--- config.mk ---
export PLATFORM = sky130hd
export DESIGN_NAME = cdq_ctrl
export DESIGN_NICKNAME = d
export VERILOG_FILES = /design/src/hw/rtl/cdq_pkg.sv /design/src/hw/rtl/cdq_ctrl.sv
export SDC_FILE = /design/constraint.sdc
export NUM_CORES = 1
export LEC_CHECK = 0
export ABC_AREA = 1
export BUFFER_PORTS_ARGS = -buffer_cell sky130_fd_sc_hd__buf_2
export CAP_MARGIN = 40
export CORE_ASPECT_RATIO = 1.5
export CORE_MARGIN = 5
export CORE_UTILIZATION = 58
export CTS_CLUSTER_DIAMETER = 50
export DETAILED_ROUTE_END_ITERATION = 10
export PLACE_DENSITY = 0.91
export SYNTH_ARGS = -nofsm -noshare
export SYNTH_HDL_FRONTEND = slang
export SYNTH_SLANG_ARGS = --single-unit
--- constraint.sdc ---
create_clock -name clk -period 5.9 [get_ports clk]
set_clock_uncertainty 0.1 [all_clocks]
set_input_delay 0.59 -clock clk [delete_from_list [all_inputs] [get_ports clk]]
set_output_delay 0.59 -clock clk [all_outputs]
set_load 0.01 [all_outputs]
--- src/hw/rtl/cdq_pkg.sv ---
package cdq_pkg;

    localparam int DATA_W = 32;
    localparam int CAP_W  = 11;

    // request codes
    localparam logic [1:0] REQ_PUSH_FRONT = 2'd0;
    localparam logic [1:0] REQ_PUSH_REAR  = 2'd1;
    localparam logic [1:0] REQ_POP_FRONT  = 2'd2;
    localparam logic [1:0] REQ_POP_REAR   = 2'd3;

    // status codes
    localparam logic [1:0] ST_DONE      = 2'd0;
    localparam logic [1:0] ST_OVERFLOW  = 2'd1;
    localparam logic [1:0] ST_UNDERFLOW = 2'd2;

    typedef struct packed {
        logic [1:0]               req_type;
        logic signed [DATA_W-1:0] push_value;
    } req_t;

    typedef struct packed {
        logic [1:0]               status;
        logic signed [DATA_W-1:0] pop_value;
    } rsp_t;

    typedef struct packed {
        logic wr_en;
        logic rd_en;
    } mem_ctl_t;

endpackage

--- src/hw/rtl/cdq_ctrl.sv ---
module cdq_ctrl #(
    parameter int DEPTH = 1024
) (
    input  logic                         clk,
    input  logic                         rst_n,
    input  logic                         start,
    input  cdq_pkg::req_t                req,
    input  logic                         cfg_we,
    input  logic [cdq_pkg::CAP_W-1:0]    cfg_wdata,
    output cdq_pkg::mem_ctl_t            mem_ctl,
    output logic [$clog2(DEPTH)-1:0]     mem_addr,
    output logic [cdq_pkg::DATA_W-1:0]   mem_wdata,
    input  logic [cdq_pkg::DATA_W-1:0]   mem_rdata,
    output logic                         done,
    output cdq_pkg::rsp_t                rsp
);

    localparam int AW = $clog2(DEPTH);
    localparam int CW = $clog2(DEPTH + 1);

    logic [AW-1:0] front_reg, front_next;
    logic [AW-1:0] rear_reg, rear_next;
    logic          empty_reg, empty_next;
    logic [CW-1:0] cap_reg, cap_next;
    logic          done_reg;
    logic [1:0]    status_reg, status_next;
    logic          pop_ok_reg, pop_ok_next;

    logic [AW-1:0] front_up, front_down, rear_up, rear_down;
    logic [CW-1:0] front_inc, rear_inc;
    logic          full;

    // wrap at the configured capacity
    assign front_inc  = CW'(front_reg) + CW'(1);
    assign rear_inc   = CW'(rear_reg) + CW'(1);
    assign front_up   = (front_inc >= cap_reg) ? '0 : AW'(front_inc);
    assign rear_up    = (rear_inc >= cap_reg) ? '0 : AW'(rear_inc);
    assign front_down = (front_reg == '0) ? AW'(cap_reg - CW'(1)) : front_reg - AW'(1);
    assign rear_down  = (rear_reg == '0) ? AW'(cap_reg - CW'(1)) : rear_reg - AW'(1);
    assign full       = (front_up == rear_reg);

    always_comb
    begin
        if (32'(cfg_wdata) > 32'(DEPTH))
        begin
            cap_next = CW'(DEPTH);
        end
        else if (cfg_wdata == '0)
        begin
            cap_next = CW'(1);
        end
        else
        begin
            cap_next = CW'(cfg_wdata);
        end
    end

    always_comb
    begin
        front_next    = front_reg;
        rear_next     = rear_reg;
        empty_next    = empty_reg;
        status_next   = cdq_pkg::ST_DONE;
        pop_ok_next   = 1'b0;
        mem_ctl.wr_en = 1'b0;
        mem_ctl.rd_en = 1'b0;
        mem_addr      = front_reg;
        mem_wdata     = req.push_value;
        if (start)
        begin
            case (req.req_type)
                cdq_pkg::REQ_PUSH_FRONT,
                cdq_pkg::REQ_PUSH_REAR:
                begin
                    if (empty_reg)
                    begin
                        front_next    = '0;
                        rear_next     = '0;
                        empty_next    = 1'b0;
                        mem_ctl.wr_en = 1'b1;
                        mem_addr      = '0;
                    end
                    else if (full)
                    begin
                        status_next = cdq_pkg::ST_OVERFLOW;
                    end
                    else if (req.req_type == cdq_pkg::REQ_PUSH_FRONT)
                    begin
                        front_next    = front_up;
                        mem_ctl.wr_en = 1'b1;
                        mem_addr      = front_up;
                    end
                    else
                    begin
                        rear_next     = rear_down;
                        mem_ctl.wr_en = 1'b1;
                        mem_addr      = rear_down;
                    end
                end
                cdq_pkg::REQ_POP_FRONT,
                cdq_pkg::REQ_POP_REAR:
                begin
                    if (empty_reg)
                    begin
                        status_next = cdq_pkg::ST_UNDERFLOW;
                    end
                    else
                    begin
                        pop_ok_next   = 1'b1;
                        mem_ctl.rd_en = 1'b1;
                        if (front_reg == rear_reg)
                        begin
                            empty_next = 1'b1;
                        end
                        if (req.req_type == cdq_pkg::REQ_POP_FRONT)
                        begin
                            mem_addr = front_reg;
                            if (front_reg != rear_reg)
                            begin
                                front_next = front_down;
                            end
                        end
                        else
                        begin
                            mem_addr = rear_reg;
                            if (front_reg != rear_reg)
                            begin
                                rear_next = rear_up;
                            end
                        end
                    end
                end
                default:
                begin
                    status_next = cdq_pkg::ST_DONE;
                end
            endcase
        end
    end

    always_ff @(posedge clk or negedge rst_n)
    begin
        if (!rst_n)
        begin
            front_reg  <= '0;
            rear_reg   <= '0;
            empty_reg  <= 1'b1;
            cap_reg    <= CW'(DEPTH);
            done_reg   <= 1'b0;
            status_reg <= cdq_pkg::ST_DONE;
            pop_ok_reg <= 1'b0;
        end
        else
        begin
            front_reg  <= front_next;
            rear_reg   <= rear_next;
            empty_reg  <= empty_next;
            done_reg   <= start;
            status_reg <= status_next;
            pop_ok_reg <= pop_ok_next;
            if (cfg_we)
            begin
                cap_reg <= cap_next;
            end
        end
    end

    assign done          = done_reg;
    assign rsp.status    = status_reg;
    assign rsp.pop_value = pop_ok_reg ? mem_rdata : '0;

endmodule

==> impl_metrics.py, run 1 <==
metrics = {
    "grt": {
        "overflow": 0,
        "grt_antenna_before_repair": 0,
        "grt_pass1_wl_um": 28460,
        "grtUsageTotal": 0.3342,
        "grt_max_degree": 48,
        "grt_pass1_vias": 5500,
    },
    "setup_path": {
        "path_max_fanout": 15,
        "r2r_end": "front_reg[3]",
        "reg2reg_slack_ps": 1590,
        "crit_type": "reg -> out",
        "arrival_ps": 4320,
        "crit_path_start_kind": "register",
        "worstReg2RegStart": "front_reg[0]",
        "rr_worst_depth": 20,
        "crit_required_ps": 5210,
        "setup.worst_path.end_class": "output pin",
    },
    "clocking": {
        "clk_latency_ps": 290,
        "cts_buffers": 5,
        "path_clk_slew_ps": 60,
        "tritoncts": "done",
        "ctsHtreeMaxLevel": 2,
        "clockRootBuffer": "clkbuf_16",
        "clock_path_buffers": 2,
        "cts_resized": 0,
        "hold_buffers": 0,
        "cts_setup_buffers": 0,
        "cts_sinks": 36,
    },
    "timing": {
        "final_hold_viol_count": 0,
        "rsz0062_at_grt": "no",
        "finalCriticalPeriod_ps": 5013,
        "timing.fmax_mhz": 199.5,
        "maxSlewViolCount": 0,
        "setup_viol": 0,
        "finalCritPeriodShare": 0.8497,
        "tns_ps": 0,
        "relSlewSlack": 0.3835,
        "holdWs_ps": 104.1,
        "worst_pin_slew_ps": 924.8,
    },
    "synthesis": {
        "yosys.area_share.adder": 0.06481,
        "synth_cell_type_count": 44,
        "synth-simple-area-share": 0.4083,
        "synthArstFlopShare": 1.000,
        "synth_compound_area_frac": 0.1080,
        "ys_seq_area_frac": 0.1733,
        "synth_edf_count": 0,
        "synth-seq-cells": 36,
        "synth_cells": 841,
        "synth_top_family_by_area": "simple AND/OR/NAND/NOR gates",
        "ys_warn_count": 0,
        "synth_nets": 949,
        "ys.flop_type": "dfrtp_1",
        "synth_area_um2": 5212,
        "synth_xor_area_frac": 0.05737,
        "synthMuxAreaShare": 0,
        "synth_area_per_cell_um2": 6.198,
    },
    "finish": {
        "drive_above_1_share": 0.1977,
        "area_delta_synth_final_pct": 6.121,
        "multi_input_area_um2": 3328,
        "antennaDiodeCount": 0,
        "fill_cells": 903,
        "seq_area_um2": 903.4,
        "largest_reg_flops": 11,
        "mostFrequentLayoutCells": "233 x nand2_1, 113 x inv_1, 95 x buf_2, 66 x nor2_1, 63 x nand3_1",
        "nNetsFinal": 982,
        "layout_commonest_cell": "nand2_1",
    },
    "pwr": {
        "p_switching_w": 0.001574,
        "clockPowerShare": 0.104,
        "power_leakage_nw": 3.290,
        "sequentialPowerShare": 0.191,
        "power_density_nw_per_um2": 483.1,
        "p_int_w": 0.001099,
        "ir_worst_vdd_mv": 0.2586,
        "sw_frac_of_total": 0.5889,
        "pwr-share-comb": 0.705,
    },
    "drt": {
        "wl_per_cell_um": 18.98,
        "wl_um": 18700,
        "vias": 5752,
        "route.detailed.drc": 0,
        "ant_nets": 0,
        "drtIter0Drc": 451,
        "drtPass1Iterations": 7,
        "vias_per_cell": 5.840,
    },
    "worst_hold_path": {
        "hold_path.class": "in -> async",
    },
    "placement": {
        "dp_hpwl_um": 15130,
        "gp_congestion": 1.107,
        "io_buffer_count": 95,
    },
    "die": {
        "initial_core_util": 0.5904,
        "floorplan.core_area_um2": 8828,
        "io_pins": 160,
        "dieWidth_um": 87.41,
        "row_count": 42,
        "die_y_um": 126.1,
        "dieArea_um2": 11020,
    },
    "run": {
        "maxCapViolations": 0,
    },
    "run_status": {
        "status": "completed",
    },
}
power by group through the flow:
stage          combinational, W  clock, W  sequential [W]
4_1_cts                 0.00185  0.000279        0.000498
3_3_place_gp            0.00180         0        0.000498
3_5_place_dp            0.00183         0        0.000502
2_1_floorplan           0.00152         0        0.000345
5_1_grt                 0.00206  0.000292        0.000513
6_report                0.00188  0.000279        0.000510
layout make-up:
class	count	share of cell area
Inverter	125	0.08527
Sequential cell	36	0.1633
Multi-Input combinational cell	604	0.6017
Clock inverter	1	0.001357
Clock buffer	7	0.02579
Timing Repair Buffer	102	0.09772
Tap cell	110	0.02488
through the flow:
stage / worst slack [ps] / std cells / cell area (um2) / utilization / total power, W
2_1_floorplan: 2186 / 841 / 5213 / - / 0.001865
3_3_place_gp: 1262 / 974 / 5346 / 0.6056 / 0.002302
3_5_place_dp: 1286 / 977 / 5381 / 0.6096 / 0.002335
4_1_cts: 959.6 / 985 / 5532 / 0.6266 / 0.002622
5_1_grt: 626.5 / 985 / 5532 / 0.6266 / 0.002865
6_report: 887.0 / 985 / 5532 / 0.6266 / 0.002672
cell families (layout without fill, tap and decap cells):
group | Yosys count | count (layout)
AO/OA/AOI/OAI | 98 | 98
XOR/XNOR | 32 | 32
adder cells (fa/ha/maj) | 27 | 27
buffers and inverters | 201 | 235
flip-flops | 36 | 36
AND/OR/NAND/NOR | 447 | 447
worst max-delay path, stage by stage, from the launching register on:
cell and delay (ps):
dfrtp_1 630, ha_1 330, xor2_1 480, ha_1 370, nand2_1 70, nand2_1 60
nor2_2 120, inv_1 60, nand2_2 90, nand2_4 60, nor2_8 240, nand3_1 160
nand2_2 160, nand2_1 70, nor2_1 140, nand3_1 390, nand2_1 210, nand3_1 100
a21oi_2 150, buf_2 140
metal layers:
metal	part of all wire	wire [um]	global-route usage	up-vias
li1	-	-	-	2711
met1	0.34	6419	0.3499	2603
met2	0.50	9344	0.5941	333
met3	0.083	1552	0.04641	105
met4	0.074	1384	0.2313	0
met5	0	0	0	-
worst max-delay path by stage:
stage / depth (start not counted) / endpoint / from / slack (ps)
CTS: 23 / mem_addr[4] / front_reg[0] / 960
detailed placement: 23 / mem_addr[4] / front_reg[0] / 1290
floorplan: 24 / mem_addr[0] / front_reg[1] / 2190
finish: 19 / mem_addr[3] / front_reg[0] / 890
global placement: 22 / mem_ctl[1] / front_reg[0] / 1260
global route: 22 / mem_addr[4] / front_reg[0] / 630
synthesized netlist by cell type, types with 4 or more instances:
library cell	number	share of area
nand2_4	4	0.0086
nor4_1	4	0.0048
a21oi_1	15	0.014
nand2_2	15	0.018
ha_1	27	0.065
o22ai_1	12	0.014
o21ai_0	46	0.044
buf_6	5	0.011
o21ai_1	6	0.0058
inv_1	113	0.081
a21oi_2	9	0.015
clkbuf_1	17	0.012
nand4_1	32	0.038
nand3_4	4	0.013
nor3_1	8	0.0077
o211ai_1	5	0.0072
buf_4	40	0.058
nand3_1	63	0.060
xnor2_1	4	0.0067
xor2_1	27	0.045
dfrtp_1	34	0.16
buf_2	11	0.011
inv_2	10	0.0072
nor2_8	4	0.015
nand2_1	233	0.17
nor2_1	66	0.048
nor2_2	4	0.0048
No activity file was read; power rests on OpenSTA's default activity.
==> run 2, diff against run 1 <==
--- a/config.mk
+++ b/config.mk
@@ -5,15 +5,15 @@
 export SDC_FILE = /design/constraint.sdc
 export NUM_CORES = 1
 export LEC_CHECK = 0
-export ABC_AREA = 1
+export ABC_AREA = 0
 export BUFFER_PORTS_ARGS = -buffer_cell sky130_fd_sc_hd__buf_2
 export CAP_MARGIN = 40
 export CORE_ASPECT_RATIO = 1.5
 export CORE_MARGIN = 5
-export CORE_UTILIZATION = 58
+export CORE_UTILIZATION = 47
 export CTS_CLUSTER_DIAMETER = 50
 export DETAILED_ROUTE_END_ITERATION = 10
-export PLACE_DENSITY = 0.91
+export PLACE_DENSITY = 0.81
 export SYNTH_ARGS = -nofsm -noshare
 export SYNTH_HDL_FRONTEND = slang
 export SYNTH_SLANG_ARGS = --single-unit
==> constraint.sdc (replaced) <==
create_clock -name clk -period 4.3 [get_ports clk]
set_clock_uncertainty 0.1 [all_clocks]
set_input_delay 0.43 -clock clk [delete_from_list [all_inputs] [get_ports clk]]
set_output_delay 0.43 -clock clk [all_outputs]
set_load 0.01 [all_outputs]
==> run 2 against run 1 <==
  * The run now ends with setup timing left
  * Sequential share of layout area increased by 0.26 points
  * Clock power is 55% higher
  * Flip-flop and latch count did not move
  * Clock-buffer cell count fell by 2
  * Utilization down 3.8 points
  * Combinational power is 36% higher
  * Critical endpoint is now mem_addr[4]
  * Critical path depth shrank 3
  * Register-to-register slack lost 1400 ps
  * Final area decreased by 0.88%
  * Total power increased by 38%
==> impl_metrics.py, run 2 <==
metrics = {
    "timing": {
        "final_hold_viol_count": 0,
        "maxSlewViolCount": 0,
        "timing.fmax_mhz": 227.5,
        "relSlewSlack": 0.5171,
        "finalCriticalPeriod_ps": 4396,
        "finalCritPeriodShare": 1.022,
        "worst_pin_slew_ps": 718.8,
        "worst_slack_ps": -96.46,
        "setup_viol": 8,
        "rsz0062_at_grt": "yes",
        "tns_ps": -499.7,
    },
    "synthesis": {
        "synth_nets": 702,
        "ys.flop_type": "dfrtp_1",
        "netlist_top_cells_area": "dfrtp_1 19%, ha_1 7.5%, o21ai_0 5.7%, buf_4 5.7%, xnor2_1 5.1%",
        "synthArstFlopShare": 1.000,
        "synth-seq-cells": 36,
        "synth_top_cell_by_area": "dfrtp_1",
        "synthMuxAreaShare": 0.02285,
        "synth_common_cells": "51 x o21ai_0, 48 x nand2_1, 34 x and2_1, 34 x buf_4, 34 x dfrtp_1",
        "synth.top_cell.area_share": 0.1895,
        "synth_xor_area_frac": 0.09866,
        "ys_warn_count": 0,
        "synth_area_um2": 4489,
        "synth_edf_count": 0,
        "synth_area_per_cell_um2": 7.558,
        "ys_seq_area_frac": 0.2012,
        "yosys.area_share.adder": 0.07748,
        "synth_cell_type_count": 64,
        "synth_cells": 594,
        "synth-simple-area-share": 0.2567,
        "synth_compound_area_frac": 0.2230,
        "synth_most_common_cell": "o21ai_0",
        "synth_top_family_by_area": "simple AND/OR/NAND/NOR gates",
    },
    "finish": {
        "area_delta_synth_final_pct": 22.13,
        "layout_commonest_cell": "buf_2",
        "final_cell_area_um2": 5483,
        "seq_area_um2": 909.6,
        "drive_above_1_share": 0.3000,
        "fill_cells": 837,
        "largest_reg_flops": 11,
        "multi_input_area_um2": 3223,
        "nNetsFinal": 787,
        "utilization": 0.5891,
        "mostFrequentLayoutCells": "95 x buf_2, 51 x buf_4, 47 x o21ai_0, 43 x nand2_1, 34 x and2_1",
        "antennaDiodeCount": 0,
    },
    "pwr": {
        "ir_worst_vdd_mv": 0.3564,
        "p_switching_w": 0.001857,
        "power_density_nw_per_um2": 671.1,
        "power_leakage_nw": 2.640,
        "clockPowerShare": 0.118,
        "sequentialPowerShare": 0.187,
        "pwr-share-comb": 0.696,
        "p_int_w": 0.001823,
        "sw_frac_of_total": 0.5046,
        "p_total_w": 0.003680,
    },
    "drt": {
        "route.detailed.drc": 0,
        "drtPass1Iterations": 5,
        "wl_per_cell_um": 21.18,
        "drtIter0Drc": 539,
        "wl_um": 16770,
        "ant_nets": 0,
        "vias": 5014,
        "vias_per_cell": 6.331,
    },
    "clocking": {
        "clock_path_buffers": 2,
        "ctsHtreeMaxLevel": 2,
        "clk_latency_ps": 290,
        "cts_buffers": 5,
        "clockRootBuffer": "clkbuf_16",
        "path_clk_slew_ps": 60,
        "cts_sinks": 36,
        "tritoncts": "done",
    },
    "worst_hold_path": {
        "hold_path.class": "in -> reg",
    },
    "setup_path": {
        "arrival_ps": 3870,
        "path_max_fanout": 6,
        "crit_path_start_kind": "register",
        "max_stage_delay_ps": 430,
        "crit_required_ps": 3770,
        "crit_type": "reg -> out",
        "cp_cell_sequence": "ha_2 -> nand4_1 -> nor2_2 -> and3_4 -> ha_4 -> nand2_2 -> nor4_4 -> a221oi_2 -> buf_4 -> a211o_1 -> a22oi_2 -> nand4_2 -> buf_4 -> o21ai_0 -> o21ai_0 -> buf_2",
        "setup.worst_path.end_class": "output pin",
        "crit_path_top_delay_cell": "dfrtp_1",
    },
    "placement": {
        "gp_congestion": 1.000,
        "io_buffer_count": 95,
        "dp_hpwl_um": 12710,
        "placed_cell_area_um2": 4991,
    },
    "die": {
        "dieArea_um2": 11650,
        "dieWidth_um": 89.80,
        "floorplan.core_area_um2": 9308,
        "row_count": 43,
        "initial_core_util": 0.4823,
        "die_y_um": 129.7,
        "io_pins": 160,
    },
    "run": {
        "maxCapViolations": 0,
    },
    "grt": {
        "grtUsageTotal": 0.2677,
        "overflow": 0,
        "grt_max_degree": 33,
        "grt_antenna_before_repair": 0,
        "grt_pass1_vias": 4770,
        "grt_pass1_wl_um": 24830,
    },
    "run_status": {
        "violations": "setup timing",
        "status": "finished with violations",
    },
}
run 2: cell types whose count changed after synthesis, sizes merged, moves of 8 or more:
cell	delta
mux2i	+8
a22oi	+20
inv	-94
and3	+8
xnor2	+22
nand3	-40
nand4	-26
nor2	-46
nand2	-204
o21ai	+8
clkbuf	+10
and2	+35
buf	-11
o22ai	-11
run 2: layout make-up:
type,instances,area share
Clock buffer,5,0.02282
Clock inverter,3,0.007759
Inverter,30,0.02054
Multi-Input combinational cell,455,0.5879
Sequential cell,36,0.1659
Tap cell,112,0.02556
Timing Repair Buffer,151,0.1696
run 2: kinds of logic (layout without fill, tap and decap cells):
| group | after synthesis | after routing |
|---|---|---|
| compound gates | 151 | 151 |
| xor+xnor | 48 | 48 |
| fa+ha+maj | 28 | 28 |
| buf+inv | 105 | 189 |
| flops | 36 | 36 |
| mux | 10 | 10 |
| simple gates | 216 | 218 |
run 2: path summary, 6_finish.rpt:
kind | startpoint | endpoint | slack (ps) | cells after the start
max | front_reg[0] | mem_addr[4] | -100 | 16
min | cfg_wdata[5] | cap_reg[5] | 260 | 2
max reg2reg | front_reg[0] | front_reg[9] | 160 | 18
min reg2reg | empty_reg | status_reg[1] | 540 | 1
max in group asynchronous | rst_n | empty_reg | 3000 | 3
min in group asynchronous | rst_n | front_reg[8] | 550 | 2
run 2: what timing repair did:
| item | 4_1_cts | 5_1_grt |
|---|---|---|
| hold buffers | 1 | 0 |
| endpoints found under the hold margin | 13 | 0 |
| resized for setup | 14 | 27 |
| gates cloned | 0 | 2 |
| pin swaps | 6 | 11 |
| endpoints found under the setup margin | 11 | 11 |
| buffers inserted | 7 | 9 |
run 2: stage by stage:
stage,std cells,hold slack [ps],worst slack [ps]
detailed placement,765,294.3,125.0
finish,792,256.0,-96.46
global route,792,260.0,-268.9
CTS,781,253.4,18.13
global placement,764,481.4,159.6
floorplan,594,34.41,280.9
run 2: power by group through the flow:
stage	logic (W)	registers [W]	clock network [W]
global placement	0.00218	0.000652	0
global route	0.00276	0.000697	0.000447
detailed placement	0.00222	0.000659	0
finish	0.00256	0.000686	0.000433
CTS	0.00233	0.000655	0.000432
floorplan	0.00167	0.000492	0
run 2: metal layers:
| metal | share of wire | up-vias | global-route usage |
|---|---|---|---|
| li1 | - | 2231 | - |
| met1 | 0.32 | 2318 | 0.2634 |
| met2 | 0.51 | 355 | 0.4897 |
| met3 | 0.087 | 110 | 0.05998 |
| met4 | 0.082 | 0 | 0.1975 |
| met5 | 0 | - | 0 |
run 2: critical path: cells and delay by family, from the launching register on:
family / cells / cell delay [ps]
DFF: 1 / 430
adders and majority gates: 2 / 370
and+or+nand+nor: 6 / 1230
buffers and inverters: 3 / 590
AOI/OAI and AO/OA: 5 / 940
==> run 3, diff against run 2 <==
--- a/config.mk
+++ b/config.mk
@@ -8,12 +8,15 @@
 export ABC_AREA = 0
 export BUFFER_PORTS_ARGS = -buffer_cell sky130_fd_sc_hd__buf_2
 export CAP_MARGIN = 40
+export CELL_PAD_IN_SITES_DETAIL_PLACEMENT = 0
+export CELL_PAD_IN_SITES_GLOBAL_PLACEMENT = 1
 export CORE_ASPECT_RATIO = 1.5
 export CORE_MARGIN = 5
-export CORE_UTILIZATION = 47
+export CORE_UTILIZATION = 33
 export CTS_CLUSTER_DIAMETER = 50
 export DETAILED_ROUTE_END_ITERATION = 10
 export PLACE_DENSITY = 0.81
+export SLEW_MARGIN = 20
 export SYNTH_ARGS = -nofsm -noshare
 export SYNTH_HDL_FRONTEND = slang
 export SYNTH_SLANG_ARGS = --single-unit
==> run 3 against run 2 <==
  * The run still ends with setup timing left
  * Utilization decreased by 15 points
  * Sequential power decreased by 15%
  * Critical path depth increased by 1
  * Sequential share of layout area decreased by 1.2 points
  * Non-clock buffer count increased by 18
  * Largest cell class unchanged
  * First-iteration DRC count decreased by 48%
==> impl_metrics.py, run 3 (same netlist as run 2, synthesis figures left out) <==
metrics = {
    "setup_path": {
        "crit_path_start_kind": "register",
        "cp_cell_sequence": "nand3_2 -> nor3_4 -> nand3_2 -> xnor2_2 -> ha_1 -> nand2_2 -> nor4_4 -> a221oi_2 -> buf_6 -> a211o_1 -> a22oi_2 -> buf_4 -> nand4_4 -> buf_6 -> a222oi_1 -> o21ai_1 -> buf_2",
        "reg2reg_slack_ps": 240,
        "path_max_fanout": 8,
        "cp_top_family": "compound AO/OA/AOI/OAI gates",
        "arrival_ps": 3830,
        "crit_required_ps": 3770,
        "rr_worst_depth": 22,
        "cp_num_buf_inv": 4,
        "crit_type": "reg -> out",
        "setup.worst_path.end_class": "output pin",
        "worstReg2RegStart": "front_reg[4]",
        "crit_path_top_delay_cell": "dfrtp_1",
        "r2r_end": "front_reg[9]",
        "max_stage_delay_ps": 430,
    },
    "die": {
        "floorplan.core_area_um2": 13400,
        "initial_core_util": 0.3350,
        "row_count": 52,
        "dieWidth_um": 105.2,
        "dieArea_um2": 16080,
        "io_pins": 160,
        "die_y_um": 152.9,
    },
    "finish": {
        "drive_above_1_share": 0.3434,
        "finalNonFillerCells": 858,
        "layout_commonest_cell": "buf_2",
        "nNetsFinal": 803,
        "final_cell_area_um2": 5902,
        "mostFrequentLayoutCells": "94 x buf_2, 55 x buf_4, 43 x nand2_1, 41 x o21ai_0, 34 x and2_1",
        "largest_reg_flops": 11,
        "antennaDiodeCount": 0,
        "fill_cells": 1302,
        "area_delta_synth_final_pct": 31.47,
        "utilization": 0.4403,
    },
    "pwr": {
        "power_leakage_nw": 2.771,
        "ir_worst_vdd_mv": 0.1997,
        "power_density_nw_per_um2": 660.0,
    },
    "timing": {
        "rsz0062_at_grt": "yes",
        "final_hold_viol_count": 0,
        "finalCritPeriodShare": 1.014,
        "setup_viol": 4,
        "relSlewSlack": 0.4893,
        "worst_pin_slew_ps": 763.2,
        "finalCriticalPeriod_ps": 4359,
        "timing.fmax_mhz": 229.4,
        "maxSlewViolCount": 0,
        "worst_slack_ps": -59.36,
    },
    "drt": {
        "vias_per_cell": 5.747,
        "wl_per_cell_um": 20.65,
        "vias": 4931,
        "ant_nets": 0,
        "route.detailed.drc": 0,
        "drtPass1Iterations": 5,
        "wl_um": 17720,
        "drtIter0Drc": 280,
    },
    "clocking": {
        "cts_buffers": 5,
        "cts_sinks": 36,
        "path_clk_slew_ps": 60,
        "clockRootBuffer": "clkbuf_16",
        "ctsHtreeMaxLevel": 2,
        "clock_path_buffers": 2,
        "clk_latency_ps": 290,
        "tritoncts": "done",
    },
    "placement": {
        "gp_congestion": 0.9542,
        "placed_cell_area_um2": 5139,
        "place_inst": 824,
        "pre_cts_slack_ps": 17.58,
        "dp_hpwl_um": 13960,
        "io_buffer_count": 95,
    },
    "run": {
        "maxCapViolations": 0,
    },
    "worst_hold_path": {
        "hold_path.class": "in -> reg",
        "hp-start": "cfg_wdata[5]",
        "hold_end": "cap_reg[5]",
        "whs_path_depth": 2,
    },
    "grt": {
        "grt_pass1_wl_um": 26890,
        "grt_antenna_before_repair": 0,
        "grtUsageTotal": 0.2095,
        "grt_max_degree": 33,
        "grt_pass1_vias": 4914,
        "overflow": 0,
    },
    "run_status": {
        "violations": "setup timing",
        "status": "finished with violations",
    },
}
## run 3: changes by cell type in the layout (fill, tap and decap cells not counted), sizes merged
| cell | previous run | this run |
|---|---|---|
| buf | 150 | 168 |
| bufinv | 1 | 0 |
| clkbuf | 5 | 6 |
| clkinv | 1 | 0 |
| clkinvlp | 1 | 2 |
| nand4 | 10 | 8 |
## run 3: worst register-to-register path, delay by kind of cell, from the launching register on
| family | cells | cell delay (ps) |
|---|---|---|
| and+or+nand+nor | 4 | 620 |
| DFF | 1 | 430 |
| adders and majority gates | 1 | 240 |
| xor gates and xnor gates | 1 | 190 |
| buffers and inverters | 10 | 1460 |
| AOI/OAI and AO/OA | 6 | 950 |
## run 3: where the power goes
group	internal, W	switching, W	leakage [nW]
clock network	0.000231	0.000161	0.0691
registers	0.000430	0.000151	0.460
logic	0.00131	0.00161	2.24
total	0.00197	0.00192	2.77
## run 3: area by class of cell
type                            instances  area, um2  share of cell area
Tap cell                              162      202.7             0.03434
Clock inverter                          2      15.01            0.002544
Clock buffer                            6      138.9             0.02353
Multi-Input combinational cell        453       3372              0.5713
Inverter                               30      112.6             0.01908
Sequential cell                        36      905.9              0.1535
Timing Repair Buffer                  169       1155              0.1957
## run 3: worst max-delay path by stage
| stage | start | to | slack (ps) | cells past startpoint |
|---|---|---|---|---|
| after floorplan | front_reg[3] | mem_addr[8] | 280 | 16 |
| after global placement | front_reg[1] | mem_addr[6] | 100 | 16 |
| after detailed placement | front_reg[1] | mem_addr[6] | 20 | 16 |
| after CTS | front_reg[0] | mem_addr[1] | 1 | 18 |
| after global routing | front_reg[4] | mem_addr[5] | -220 | 17 |
| final | front_reg[4] | mem_addr[5] | -60 | 17 |
## run 3: what timing repair did
action | CTS | global route
hold buffers | 1 | 0
setup endpoints to repair | 11 | 11
endpoints found under the hold margin | 6 | 0
buffers inserted | 10 | 15
pin swaps | 12 | 20
cloned | 1 | 0
gates resized for setup | 28 | 59
## run 3: stage by stage
step	TNS (ps)	hold WS (ps)	total power, W
2_1_floorplan	0	34.41	0.002158
3_3_place_gp	0	441.2	0.002957
3_5_place_dp	0	196.7	0.002972
4_1_cts	0	260.8	0.003546
5_1_grt	-1697	266.0	0.004168
6_report	-121.8	265.0	0.003895
## run 3: layer usage
metal	up-vias	share of wire	GRT usage	wire length, um
li1	2258	-	-	-
met1	2307	0.32	0.2022	5686
met2	261	0.52	0.4005	9281
met3	105	0.069	0.02827	1217
met4	0	0.086	0.1395	1530
met5	-	0	0	0
